$ cat config.mk
export PLATFORM = sky130hd
export DESIGN_NAME = huffman_table_bit_packer_top
export DESIGN_NICKNAME = d
export VERILOG_FILES = /design/src/hufbp_pkg.sv /design/src/huffman_table_bit_packer_top.sv /design/src/hufbp_front.sv /design/src/hufbp_fifo.sv /design/src/hufbp_back.sv
export SDC_FILE = /design/constraint.sdc
export NUM_CORES = 2
export LEC_CHECK = 0
export BUFFER_PORTS_ARGS = -buffer_cell sky130_fd_sc_hd__buf_2
export CORE_ASPECT_RATIO = 0.5
export CORE_MARGIN = 1.5
export CORE_UTILIZATION = 57
export CTS_CLUSTER_SIZE = 40
export DETAILED_ROUTE_END_ITERATION = 7
export PLACE_DENSITY = 0.81
export SYNTH_ARGS = -nofsm -noshare
export SYNTH_HDL_FRONTEND = slang
export SYNTH_HIERARCHICAL = 1
export SYNTH_SLANG_ARGS = --single-unit
$ cat constraint.sdc
create_clock -name clk -period 4.85 [get_ports clk]
set_input_delay 0.7275 -clock clk [delete_from_list [all_inputs] [get_ports clk]]
set_output_delay 0.7275 -clock clk [all_outputs]
set_load 0.01 [all_outputs]
$ cat src/hufbp_pkg.sv
`timescale 1ns / 1ps
`default_nettype none
package hufbp_pkg;

	// opcodes of an input item
	localparam logic [1:0] OP_LOAD   = 2'd0;
	localparam logic [1:0] OP_ENCODE = 2'd1;
	localparam logic [1:0] OP_FLUSH  = 2'd2;

	// alphabet
	localparam int          SYMBOLS    = 27;
	localparam logic [7:0]  CHAR_A     = 8'd97;
	localparam logic [7:0]  CHAR_Z     = 8'd122;
	localparam logic [7:0]  CHAR_SPACE = 8'd32;
	localparam logic [4:0]  SPACE_SYM  = 5'd26;

	// field widths
	localparam int BYTE_W       = 8;
	localparam int VBITS_W      = 4;
	localparam int SYM_W        = 5;
	localparam int LEN_W        = 5;
	localparam int ENTRY_CODE_W = 26;
	localparam int PEND_W       = 7;
	localparam int LEN_LIMIT    = (1 << LEN_W) - 1;

	localparam int DEF_MAX_CODE_LEN = 26;
	localparam int QUEUE_DEPTH      = 4;

	// control part of a queued command
	typedef struct packed {
		logic             is_flush;
		logic [LEN_W-1:0] len;
	} cmd_ctrl_t;

	// longest length the table can hold
	function automatic int len_max(input int max_len);
		return (max_len < LEN_LIMIT) ? max_len : LEN_LIMIT;
	endfunction

	// stored code width
	function automatic int code_w(input int max_len);
		return (max_len < ENTRY_CODE_W) ? max_len : ENTRY_CODE_W;
	endfunction

	// width of the packer work register: pending bits plus one code
	function automatic int work_w(input int max_len);
		return PEND_W + len_max(max_len);
	endfunction

endpackage
`default_nettype wire

$ cat src/huffman_table_bit_packer_top.sv
// Table-driven Huffman bit packer.
// Input channel (item_valid / item_stall) carries one item per accept:
//   opcode 0 loads a code word and its length into the 27-entry table,
//   opcode 1 encodes char_byte ('a'..'z' or space, other bytes ignored),
//   opcode 2 flushes pending bits as one zero-padded byte.
// Output channel (result_valid / result_stall) carries the packed bytes,
//   earliest code bit in bit 7; run_last marks the last byte of an input
//   item, flush_byte marks a flush byte with valid_bits below 8.
// The front decodes and looks up the table in the accepting cycle and
//   queues the command; items are taken every cycle while the queue has room.
// The packer emits one byte per cycle while the output is not stalled; the
//   next command is taken once the last full byte has left, so an encode
//   yields up to 4 bytes with 26-bit codes and holds the packer until they
//   have left; the single output byte port sets the pace.
// An item's first byte passes the command queue and then the output register.
// A stalled output holds its byte; the packer then waits once it has a byte
//   to emit, the queue fills and item_stall rises once all queue entries are taken.
// Reset clears the table to zero lengths, the pending bits and the queue.
`timescale 1ns / 1ps
`default_nettype none
module huffman_table_bit_packer_top #(
	parameter int MAX_CODE_LEN = hufbp_pkg::DEF_MAX_CODE_LEN
) (
	input  wire logic                               clk,
	input  wire logic                               arst_n,
	input  wire logic                               item_valid,
	output logic                                    item_stall,
	input  wire logic [1:0]                         opcode,
	input  wire logic [7:0]                         char_byte,
	input  wire logic [hufbp_pkg::SYM_W-1:0]        entry_symbol,
	input  wire logic [hufbp_pkg::LEN_W-1:0]        entry_length,
	input  wire logic [hufbp_pkg::ENTRY_CODE_W-1:0] entry_code,
	output logic                                    result_valid,
	input  wire logic                               result_stall,
	output logic [hufbp_pkg::BYTE_W-1:0]            out_byte,
	output logic [hufbp_pkg::VBITS_W-1:0]           valid_bits,
	output logic                                    run_last,
	output logic                                    flush_byte
);

	localparam int WORK_W = hufbp_pkg::work_w(MAX_CODE_LEN);
	localparam int CTRL_W = $bits(hufbp_pkg::cmd_ctrl_t);
	localparam int QDW    = CTRL_W + WORK_W;

	logic                 q_push;
	logic                 q_pop;
	logic                 q_full;
	logic                 q_empty;
	hufbp_pkg::cmd_ctrl_t push_ctrl;
	logic [WORK_W-1:0]    push_code;
	hufbp_pkg::cmd_ctrl_t head_ctrl;
	logic [WORK_W-1:0]    head_code;
	logic [QDW-1:0]       head_data;

	// front: table and classification
	hufbp_front #(
		.MAX_CODE_LEN(MAX_CODE_LEN)
	) u_front (
		.clk          (clk),
		.arst_n       (arst_n),
		.item_valid   (item_valid),
		.item_stall   (item_stall),
		.opcode       (opcode),
		.char_byte    (char_byte),
		.entry_symbol (entry_symbol),
		.entry_length (entry_length),
		.entry_code   (entry_code),
		.q_full       (q_full),
		.q_push       (q_push),
		.q_ctrl       (push_ctrl),
		.q_code       (push_code)
	);

	// command queue
	hufbp_fifo #(
		.DW    (QDW),
		.DEPTH (hufbp_pkg::QUEUE_DEPTH)
	) u_fifo (
		.clk       (clk),
		.arst_n    (arst_n),
		.push      (q_push),
		.push_data ({push_ctrl, push_code}),
		.pop       (q_pop),
		.pop_data  (head_data),
		.full      (q_full),
		.empty     (q_empty)
	);

	assign head_ctrl = head_data[QDW-1 -: CTRL_W];
	assign head_code = head_data[WORK_W-1:0];

	// back: bit packer and output register
	hufbp_back #(
		.MAX_CODE_LEN(MAX_CODE_LEN)
	) u_back (
		.clk          (clk),
		.arst_n       (arst_n),
		.q_empty      (q_empty),
		.q_ctrl       (head_ctrl),
		.q_code       (head_code),
		.q_pop        (q_pop),
		.result_valid (result_valid),
		.result_stall (result_stall),
		.out_byte     (out_byte),
		.valid_bits   (valid_bits),
		.run_last     (run_last),
		.flush_byte   (flush_byte)
	);

endmodule
`default_nettype wire

$ cat src/hufbp_front.sv
`timescale 1ns / 1ps
`default_nettype none
module hufbp_front #(
	parameter int MAX_CODE_LEN = hufbp_pkg::DEF_MAX_CODE_LEN
) (
	input  wire logic                                   clk,
	input  wire logic                                   arst_n,
	input  wire logic                                   item_valid,
	output logic                                        item_stall,
	input  wire logic [1:0]                             opcode,
	input  wire logic [7:0]                             char_byte,
	input  wire logic [hufbp_pkg::SYM_W-1:0]            entry_symbol,
	input  wire logic [hufbp_pkg::LEN_W-1:0]            entry_length,
	input  wire logic [hufbp_pkg::ENTRY_CODE_W-1:0]     entry_code,
	input  wire logic                                   q_full,
	output logic                                        q_push,
	output hufbp_pkg::cmd_ctrl_t                        q_ctrl,
	output logic [hufbp_pkg::work_w(MAX_CODE_LEN)-1:0]  q_code
);

	localparam int CODE_W  = hufbp_pkg::code_w(MAX_CODE_LEN);
	localparam int LEN_MAX = hufbp_pkg::len_max(MAX_CODE_LEN);
	localparam int WORK_W  = hufbp_pkg::work_w(MAX_CODE_LEN);
	localparam int CNT_W   = $clog2(WORK_W + 1);
	localparam int LW      = hufbp_pkg::LEN_W;

	logic [CODE_W-1:0] tbl_code_q [hufbp_pkg::SYMBOLS];
	logic [LW-1:0]     tbl_len_q  [hufbp_pkg::SYMBOLS];

	logic                               accept;
	logic                               load_wr;
	logic [LW-1:0]                      len_sat;
	logic [hufbp_pkg::ENTRY_CODE_W-1:0] code_m;
	logic [hufbp_pkg::SYM_W-1:0]        ch_off;
	logic [hufbp_pkg::SYM_W-1:0]        lk_sym;
	logic                               sym_ok;
	logic [CODE_W-1:0]                  lk_code;
	logic [LW-1:0]                      lk_len;
	logic [CNT_W-1:0]                   align_sh;

	assign item_stall = q_full;
	assign accept     = item_valid && !q_full;

	// load: saturate length and drop code bits above it
	always_comb begin
		if ({1'b0, entry_length} > (LW + 1)'(LEN_MAX)) begin
			len_sat = LW'(LEN_MAX);
		end else begin
			len_sat = entry_length;
		end
		code_m = entry_code & ~({hufbp_pkg::ENTRY_CODE_W{1'b1}} << len_sat);
	end

	assign load_wr = accept && (opcode == hufbp_pkg::OP_LOAD) &&
		(entry_symbol < hufbp_pkg::SYM_W'(hufbp_pkg::SYMBOLS));

	// code table
	always_ff @(posedge clk or negedge arst_n) begin
		if (!arst_n) begin
			for (int i = 0; i < hufbp_pkg::SYMBOLS; i++) begin
				tbl_code_q[i] <= '0;
				tbl_len_q[i]  <= '0;
			end
		end else if (load_wr) begin
			tbl_code_q[entry_symbol] <= code_m[CODE_W-1:0];
			tbl_len_q[entry_symbol]  <= len_sat;
		end
	end

	// character to symbol
	always_comb begin
		ch_off = hufbp_pkg::SYM_W'(char_byte - hufbp_pkg::CHAR_A);
		if (char_byte >= hufbp_pkg::CHAR_A && char_byte <= hufbp_pkg::CHAR_Z) begin
			lk_sym = ch_off;
			sym_ok = 1'b1;
		end else if (char_byte == hufbp_pkg::CHAR_SPACE) begin
			lk_sym = hufbp_pkg::SPACE_SYM;
			sym_ok = 1'b1;
		end else begin
			lk_sym = '0;
			sym_ok = 1'b0;
		end
	end

	// lookup and left-align the code in the work width
	always_comb begin
		lk_code  = tbl_code_q[lk_sym];
		lk_len   = tbl_len_q[lk_sym];
		align_sh = CNT_W'(WORK_W) - CNT_W'(lk_len);
		q_code   = {{(WORK_W - CODE_W){1'b0}}, lk_code} << align_sh;
	end

	// classify the item
	always_comb begin
		q_push          = 1'b0;
		q_ctrl.is_flush = 1'b0;
		q_ctrl.len      = lk_len;
		unique case (opcode)
			hufbp_pkg::OP_ENCODE: begin
				q_push = accept && sym_ok && (lk_len != '0);
			end
			hufbp_pkg::OP_FLUSH: begin
				q_push          = accept;
				q_ctrl.is_flush = 1'b1;
			end
			default: begin
			end
		endcase
	end

endmodule
`default_nettype wire

$ cat src/hufbp_fifo.sv
`timescale 1ns / 1ps
`default_nettype none
module hufbp_fifo #(
	parameter int DW    = 8,
	parameter int DEPTH = hufbp_pkg::QUEUE_DEPTH
) (
	input  wire logic          clk,
	input  wire logic          arst_n,
	input  wire logic          push,
	input  wire logic [DW-1:0] push_data,
	input  wire logic          pop,
	output logic    [DW-1:0]   pop_data,
	output logic               full,
	output logic               empty
);

	localparam int AW = $clog2(DEPTH);
	localparam int CW = $clog2(DEPTH + 1);

	logic [DW-1:0] mem_q [DEPTH];
	logic [AW-1:0] wr_ptr_q;
	logic [AW-1:0] rd_ptr_q;
	logic [CW-1:0] cnt_q;

	assign full     = (cnt_q == CW'(DEPTH));
	assign empty    = (cnt_q == '0);
	assign pop_data = mem_q[rd_ptr_q];

	// storage
	always_ff @(posedge clk) begin
		if (push) begin
			mem_q[wr_ptr_q] <= push_data;
		end
	end

	// pointers and fill count
	always_ff @(posedge clk or negedge arst_n) begin
		if (!arst_n) begin
			wr_ptr_q <= '0;
			rd_ptr_q <= '0;
			cnt_q    <= '0;
		end else begin
			if (push) begin
				wr_ptr_q <= (wr_ptr_q == AW'(DEPTH - 1)) ? '0 : wr_ptr_q + 1'b1;
			end
			if (pop) begin
				rd_ptr_q <= (rd_ptr_q == AW'(DEPTH - 1)) ? '0 : rd_ptr_q + 1'b1;
			end
			if (push && !pop) begin
				cnt_q <= cnt_q + 1'b1;
			end else if (pop && !push) begin
				cnt_q <= cnt_q - 1'b1;
			end
		end
	end

	a_no_overflow: assert property (@(posedge clk) disable iff (!arst_n)
		push |-> !full)
		else $error("queue written while full");

	a_no_underflow: assert property (@(posedge clk) disable iff (!arst_n)
		pop |-> !empty)
		else $error("queue read while empty");

endmodule
`default_nettype wire

$ cat src/hufbp_back.sv
`timescale 1ns / 1ps
`default_nettype none
module hufbp_back #(
	parameter int MAX_CODE_LEN = hufbp_pkg::DEF_MAX_CODE_LEN
) (
	input  wire logic                                   clk,
	input  wire logic                                   arst_n,
	input  wire logic                                   q_empty,
	input  wire hufbp_pkg::cmd_ctrl_t                   q_ctrl,
	input  wire logic [hufbp_pkg::work_w(MAX_CODE_LEN)-1:0] q_code,
	output logic                                        q_pop,
	output logic                                        result_valid,
	input  wire logic                                   result_stall,
	output logic [hufbp_pkg::BYTE_W-1:0]                out_byte,
	output logic [hufbp_pkg::VBITS_W-1:0]               valid_bits,
	output logic                                        run_last,
	output logic                                        flush_byte
);

	localparam int WORK_W = hufbp_pkg::work_w(MAX_CODE_LEN);
	localparam int CNT_W  = $clog2(WORK_W + 1);
	localparam int BW     = hufbp_pkg::BYTE_W;
	localparam int VW     = hufbp_pkg::VBITS_W;

	// work register holds pending bits left-aligned, zeros below
	logic [WORK_W-1:0] work_q;
	logic [CNT_W-1:0]  wcnt_q;

	logic              res_valid_q;
	logic [BW-1:0]     out_byte_q;
	logic [VW-1:0]     valid_bits_q;
	logic              run_last_q;
	logic              flush_byte_q;

	logic              slot_free;
	logic              have_byte;
	logic [WORK_W-1:0] comb_work;
	logic [CNT_W-1:0]  comb_cnt;
	logic              comb_full;
	logic              need_slot;
	logic              emit;
	logic [BW-1:0]     emit_byte;
	logic [VW-1:0]     emit_vbits;
	logic              emit_last;
	logic              emit_flush;
	logic [WORK_W-1:0] work_d;
	logic [CNT_W-1:0]  wcnt_d;

	assign slot_free = !res_valid_q || !result_stall;
	assign have_byte = (wcnt_q >= CNT_W'(BW));

	// merge the head code behind the pending bits
	always_comb begin
		comb_work = work_q | (q_code >> wcnt_q[2:0]);
		comb_cnt  = wcnt_q + CNT_W'(q_ctrl.len);
		comb_full = (comb_cnt >= CNT_W'(BW));
		if (q_ctrl.is_flush) begin
			need_slot = (wcnt_q != '0);
		end else begin
			need_slot = comb_full;
		end
	end

	// packer step: drain a full byte, else take the next command
	always_comb begin
		q_pop      = 1'b0;
		emit       = 1'b0;
		emit_byte  = work_q[WORK_W-1 -: BW];
		emit_vbits = VW'(BW);
		emit_last  = 1'b0;
		emit_flush = 1'b0;
		work_d     = work_q;
		wcnt_d     = wcnt_q;
		if (have_byte) begin
			if (slot_free) begin
				emit      = 1'b1;
				emit_last = (wcnt_q < CNT_W'(2 * BW));
				work_d    = work_q << BW;
				wcnt_d    = wcnt_q - CNT_W'(BW);
			end
		end else if (!q_empty && (slot_free || !need_slot)) begin
			q_pop = 1'b1;
			if (q_ctrl.is_flush) begin
				if (wcnt_q != '0) begin
					emit       = 1'b1;
					emit_vbits = {1'b0, wcnt_q[2:0]};
					emit_last  = 1'b1;
					emit_flush = 1'b1;
				end
				work_d = '0;
				wcnt_d = '0;
			end else if (comb_full) begin
				emit      = 1'b1;
				emit_byte = comb_work[WORK_W-1 -: BW];
				emit_last = (comb_cnt < CNT_W'(2 * BW));
				work_d    = comb_work << BW;
				wcnt_d    = comb_cnt - CNT_W'(BW);
			end else begin
				work_d = comb_work;
				wcnt_d = comb_cnt;
			end
		end
	end

	// packer state
	always_ff @(posedge clk or negedge arst_n) begin
		if (!arst_n) begin
			work_q <= '0;
			wcnt_q <= '0;
		end else begin
			work_q <= work_d;
			wcnt_q <= wcnt_d;
		end
	end

	// output register
	always_ff @(posedge clk or negedge arst_n) begin
		if (!arst_n) begin
			res_valid_q <= 1'b0;
		end else if (emit) begin
			res_valid_q <= 1'b1;
		end else if (!result_stall) begin
			res_valid_q <= 1'b0;
		end
	end

	always_ff @(posedge clk) begin
		if (emit) begin
			out_byte_q   <= emit_byte;
			valid_bits_q <= emit_vbits;
			run_last_q   <= emit_last;
			flush_byte_q <= emit_flush;
		end
	end

	assign result_valid = res_valid_q;
	assign out_byte     = out_byte_q;
	assign valid_bits   = valid_bits_q;
	assign run_last     = run_last_q;
	assign flush_byte   = flush_byte_q;

	a_pop_when_drained: assert property (@(posedge clk) disable iff (!arst_n)
		q_pop |-> !have_byte)
		else $error("command taken while a full byte is still pending");

	a_flush_shape: assert property (@(posedge clk) disable iff (!arst_n)
		(result_valid && flush_byte) |-> (run_last && valid_bits != '0 &&
		valid_bits < VW'(BW)))
		else $error("flush result malformed");

	a_encode_full: assert property (@(posedge clk) disable iff (!arst_n)
		(result_valid && !flush_byte) |-> (valid_bits == VW'(BW)))
		else $error("encode result not a full byte");

	a_count_range: assert property (@(posedge clk) disable iff (!arst_n)
		wcnt_q <= CNT_W'(WORK_W))
		else $error("pending count beyond work register");

endmodule
`default_nettype wire
==> results.sh <==
export IMPL_postRouteAntennaNets=0
export IMPL_antenna_found_initial=3
export IMPL_clock_sinks=1054
export IMPL_ys_seq_area_frac=0.541
export IMPL_synth_area_per_cell_um2=9.95
export IMPL_synth_compound_area_frac=0.175
export IMPL_io_buffers=65
export IMPL_period_minus_slack_ns=4.78
export IMPL_grt_ovfl_total=0
export IMPL_grt_pass1_wl_um=250000
export IMPL_reg2reg_from="u_fifo/rd_ptr_q[0]$_DFFE_PN0P_"
export IMPL_netlist_area_um2=50400
export IMPL_rrSetupSlack_ns=0.21
export IMPL_clock_latency_ns=0.73
export IMPL_maxSlewHeadroom=0.186
export IMPL_drt_iter0_drc=5652
export IMPL_row_count=76
export IMPL_fin_setup_tns_ns=0
export IMPL_synth_mux_area_frac=0.0888
export IMPL_tightest_slew_ns=1.22
export IMPL_clkSlewWorstSetupHoldPaths_ns=0.06
export IMPL_synth_edff_count=170
export IMPL_num_io_pins=66
export IMPL_synth_top_family_by_area="compound AO/OA/AOI/OAI gates"
export IMPL_dr_total_vias=42700
export IMPL_setup_viol=0
export IMPL_worst_setup_path_start_kind="input pin"
export IMPL_initial_core_util=0.580
export IMPL_clockBufferDepth=3
export IMPL_drv_cap=0
export IMPL_core_area_um2=86800
export IMPL_p_leak_nw=24.7
export IMPL_clock_root_buffer="clkbuf_16"
export IMPL_p_total_w=0.0242
export IMPL_layout_drive_gt1_share=0.188
export IMPL_clock_fmax_mhz=209
export IMPL_fp_dieW_um=423
export IMPL_drv_slew=0
export IMPL_area_growth_pct=14.5
export IMPL_die_h_um=213
export IMPL_wl_per_cell_um=25.6
export IMPL_finalHoldViolations=0
export IMPL_cp_data_required_time_ns=5.25
export IMPL_ys_ff_latch=1054
export IMPL_route_detailed_drc=0
export IMPL_startpoint="char_byte[0]"
export IMPL_vdd_drop_max_uv=379
export IMPL_crit_arrival_ns=5.18
export IMPL_synth_nets=5137
export IMPL_worst_clock_skew_ns=0.0543
export IMPL_yosys_area_share_simple=0.142
export IMPL_synthFlopType="dfrtp_1"
export IMPL_wl_um=165000
export IMPL_first_pass_iters=6
export IMPL_worst_path_max_fanout=31
export IMPL_ys_async_sr_fraction=0.839
export IMPL_synthCells=5063
export IMPL_p_per_area_nw_per_um2=420
export IMPL_cts_hold_buf=0
export IMPL_hpwl_um=105000
export IMPL_cts_buffers=91
export IMPL_cts_tree="built"
export IMPL_synth_xor_area_frac=0.00241
export IMPL_dieArea_um2=90300
export IMPL_critical_path_class="in -> reg"
export IMPL_hold_path_class="in -> async"
export IMPL_status="finished clean"
export IMPL_synthDistinctLibCells=112
export IMPL_final_cells=6468
export IMPL_placed_cells=6298
export IMPL_gp_congestion=0.980
export IMPL_viasPerCell=6.60
export IMPL_endpoint_kind="flip-flop"
export IMPL_yosysWarningCount=6
export IMPL_grt_pass1_vias=41600
export IMPL_period_share=0.985
export IMPL_grt_start_max_net_pins=151
export IMPL_synthAdderAreaFrac=0.00626
export IMPL_reg2reg_to="u_fifo/cnt_q[2]$_DFFE_PN0P_"
export IMPL_cp_endpoint="u_fifo/mem_q[2][27]$_DFFE_PP_"
export IMPL_nNetsFinal=5299
export IMPL_track_usage=0.366
export IMPL_htree_num_levels=3
export IMPL_reg2regPathDepth=20
-- sequential cells by signal, summed over array words and instances (netlist names) --
signal,flops
u_fifo/mem_q,156
u_back/wcnt_q,6
u_back/out_byte,8
u_back/result_valid,1
u_back/valid_bits,4
u_fifo/rd_ptr_q,2
u_back/flush_byte,1
u_back/run_last,1
u_fifo/cnt_q,3
u_front/tbl_len_q,135
u_front/tbl_code_q,702
u_fifo/wr_ptr_q,2
u_back/work_q,33
-- worst min-delay path by stage --
stage | slack [ns] | cells past startpoint | endpoint | startpoint
after floorplan | 0.43 | 0 | u_back/result_valid$_DFFE_PN0P_ | arst_n
after global placement | 0.45 | 2 | u_front/tbl_code_q[290]$_DFFE_PN0P_ | u_front/tbl_code_q[290]$_DFFE_PN0P_
after detailed placement | 0.46 | 2 | u_front/tbl_code_q[129]$_DFFE_PN0P_ | u_front/tbl_code_q[129]$_DFFE_PN0P_
after CTS | 0.1 | 1 | u_front/tbl_code_q[583]$_DFFE_PN0P_ | arst_n
after global routing | 0.14 | 1 | u_front/tbl_code_q[139]$_DFFE_PN0P_ | arst_n
final | 0.08 | 1 | u_front/tbl_code_q[139]$_DFFE_PN0P_ | arst_n
-- synth_stat cells (8+ instances only) --
master | instances | area share
a211o_1 | 13 | 0.0023
a221o_1 | 10 | 0.0020
nor4_1 | 17 | 0.0021
dfrtp_1 | 884 | 0.44
a211oi_1 | 72 | 0.011
buf_1 | 22 | 0.0016
o31ai_1 | 13 | 0.0019
and2_1 | 36 | 0.0045
a21oi_1 | 102 | 0.010
nand2_1 | 1240 | 0.092
a21o_1 | 13 | 0.0019
buf_2 | 66 | 0.0066
o31a_1 | 11 | 0.0019
o21ai_1 | 14 | 0.0014
nor3_1 | 42 | 0.0042
inv_1 | 27 | 0.0020
a22oi_1 | 17 | 0.0025
clkbuf_1 | 308 | 0.023
buf_6 | 21 | 0.0047
nor3b_1 | 8 | 0.0012
mux4_2 | 48 | 0.021
o22ai_1 | 26 | 0.0032
nand4_1 | 11 | 0.0014
mux2_1 | 12 | 0.0027
a22o_1 | 11 | 0.0019
o32ai_1 | 24 | 0.0042
mux2_2 | 105 | 0.023
nor2_1 | 78 | 0.0058
o211ai_2 | 21 | 0.0052
a31oi_1 | 42 | 0.0052
nand3_1 | 176 | 0.017
a221oi_1 | 15 | 0.0026
a32o_1 | 11 | 0.0022
nand2b_1 | 10 | 0.0012
o21ai_0 | 826 | 0.082
o211ai_1 | 53 | 0.0079
a2111oi_0 | 20 | 0.0035
edfxtp_1 | 170 | 0.10
o22a_1 | 16 | 0.0028
ha_1 | 22 | 0.0055
and3_1 | 15 | 0.0019
buf_4 | 27 | 0.0040
mux2i_1 | 201 | 0.040
-- area by class of cell --
class,instances,area (µm²)
diodes,1,2.50
clock buffers,129,2670
clock inverters,36,439
fillers,6418,29100
inverters,33,161
multi-input cells,3527,21500
flip-flops and latches,1054,27200
well taps,1170,1460
repair buffers,518,4220
-- power by group --
part | internal [W] | switching (W)
Sequential | 0.00972 | 0.000399
Combinational | 0.00261 | 0.00379
Clock | 0.00427 | 0.00342
Total | 0.0166 | 0.00761
-- routing by layer --
| metal | share of wire | global-route usage | vias to the layer above |
|---|---|---|---|
| met5 | 0 | 0 | - |
| met4 | 0.053 | 0.178 | 0 |
| met3 | 0.13 | 0.118 | 595 |
| met2 | 0.44 | 0.560 | 2796 |
| met1 | 0.38 | 0.473 | 21000 |
| li1 | - | - | 18300 |
-- stage by stage --
step            util  instance area [µm²]  setup slack, ns  hold slack, ns
2_1_floorplan      -                50600          -0.0943           0.432
3_3_place_gp   0.625                54300           -0.777           0.454
3_5_place_dp   0.625                54300           -0.813           0.464
4_1_cts        0.661                57400         0.000420          0.0960
5_1_grt        0.664                57700         -0.00589           0.142
6_report       0.664                57700           0.0747          0.0845
-- kinds of logic (layout without fill, tap and decap cells) --
group	after synthesis	in the layout
flip-flops	1054	1054
adder cells (fa/ha/maj)	24	24
buffers and inverters	482	716
other	0	1
XOR/XNOR	13	13
multiplexers	369	369
AO/OA/AOI/OAI	1428	1428
AND/OR/NAND/NOR	1693	1693
-- cells in the final DEF, fill, tap and decap left out, types with 13 or more instances in the layout --
cell type / instances
o22a_1: 16
mux2i_1: 198
mux2_2: 105
clkbuf_8: 25
a31oi_1: 39
nand2_1: 1211
nor3_1: 40
clkinv_2: 18
o211ai_1: 53
clkbuf_16: 91
a22oi_1: 15
edfxtp_1: 170
o21ai_1: 13
o21ai_0: 822
clkbuf_1: 13
inv_1: 25
a211oi_1: 71
o211ai_2: 21
ha_1: 17
and3_1: 13
a211o_1: 13
nand2_2: 29
a221oi_1: 13
nor4_1: 13
nor2_1: 72
mux4_2: 48
a21oi_1: 100
dfrtp_1: 881
buf_4: 413
nand3_1: 173
o32ai_1: 24
o22ai_1: 26
buf_12: 36
and2_1: 32
buf_2: 63
-- timing repair --
| action | in CTS | in global routing |
|---|---|---|
| endpoints found under the setup margin | 22 | 282 |
| pin swaps | 0 | 10 |
| buffers inserted | 1 | 3 |
| resized for setup | 5 | 60 |
-- worst max-delay path, stage by stage --
cell and delay (ns):
clkbuf_4 0.18, clkinv_8 0.07, buf_4 0.15, ha_4 0.21, nand4bb_2 0.36, o31ai_4 0.40, buf_12 0.18, buf_12 0.20
buf_12 0.20, mux2_2 0.35, a221o_1 0.30, o311a_1 0.16, a41oi_1 0.24, buf_4 0.23, nor2_1 0.06, a31oi_2 0.22
mux2i_2 0.15, nor3b_1 0.16, or4b_1 0.57
(Power assumes the default switching activity.)
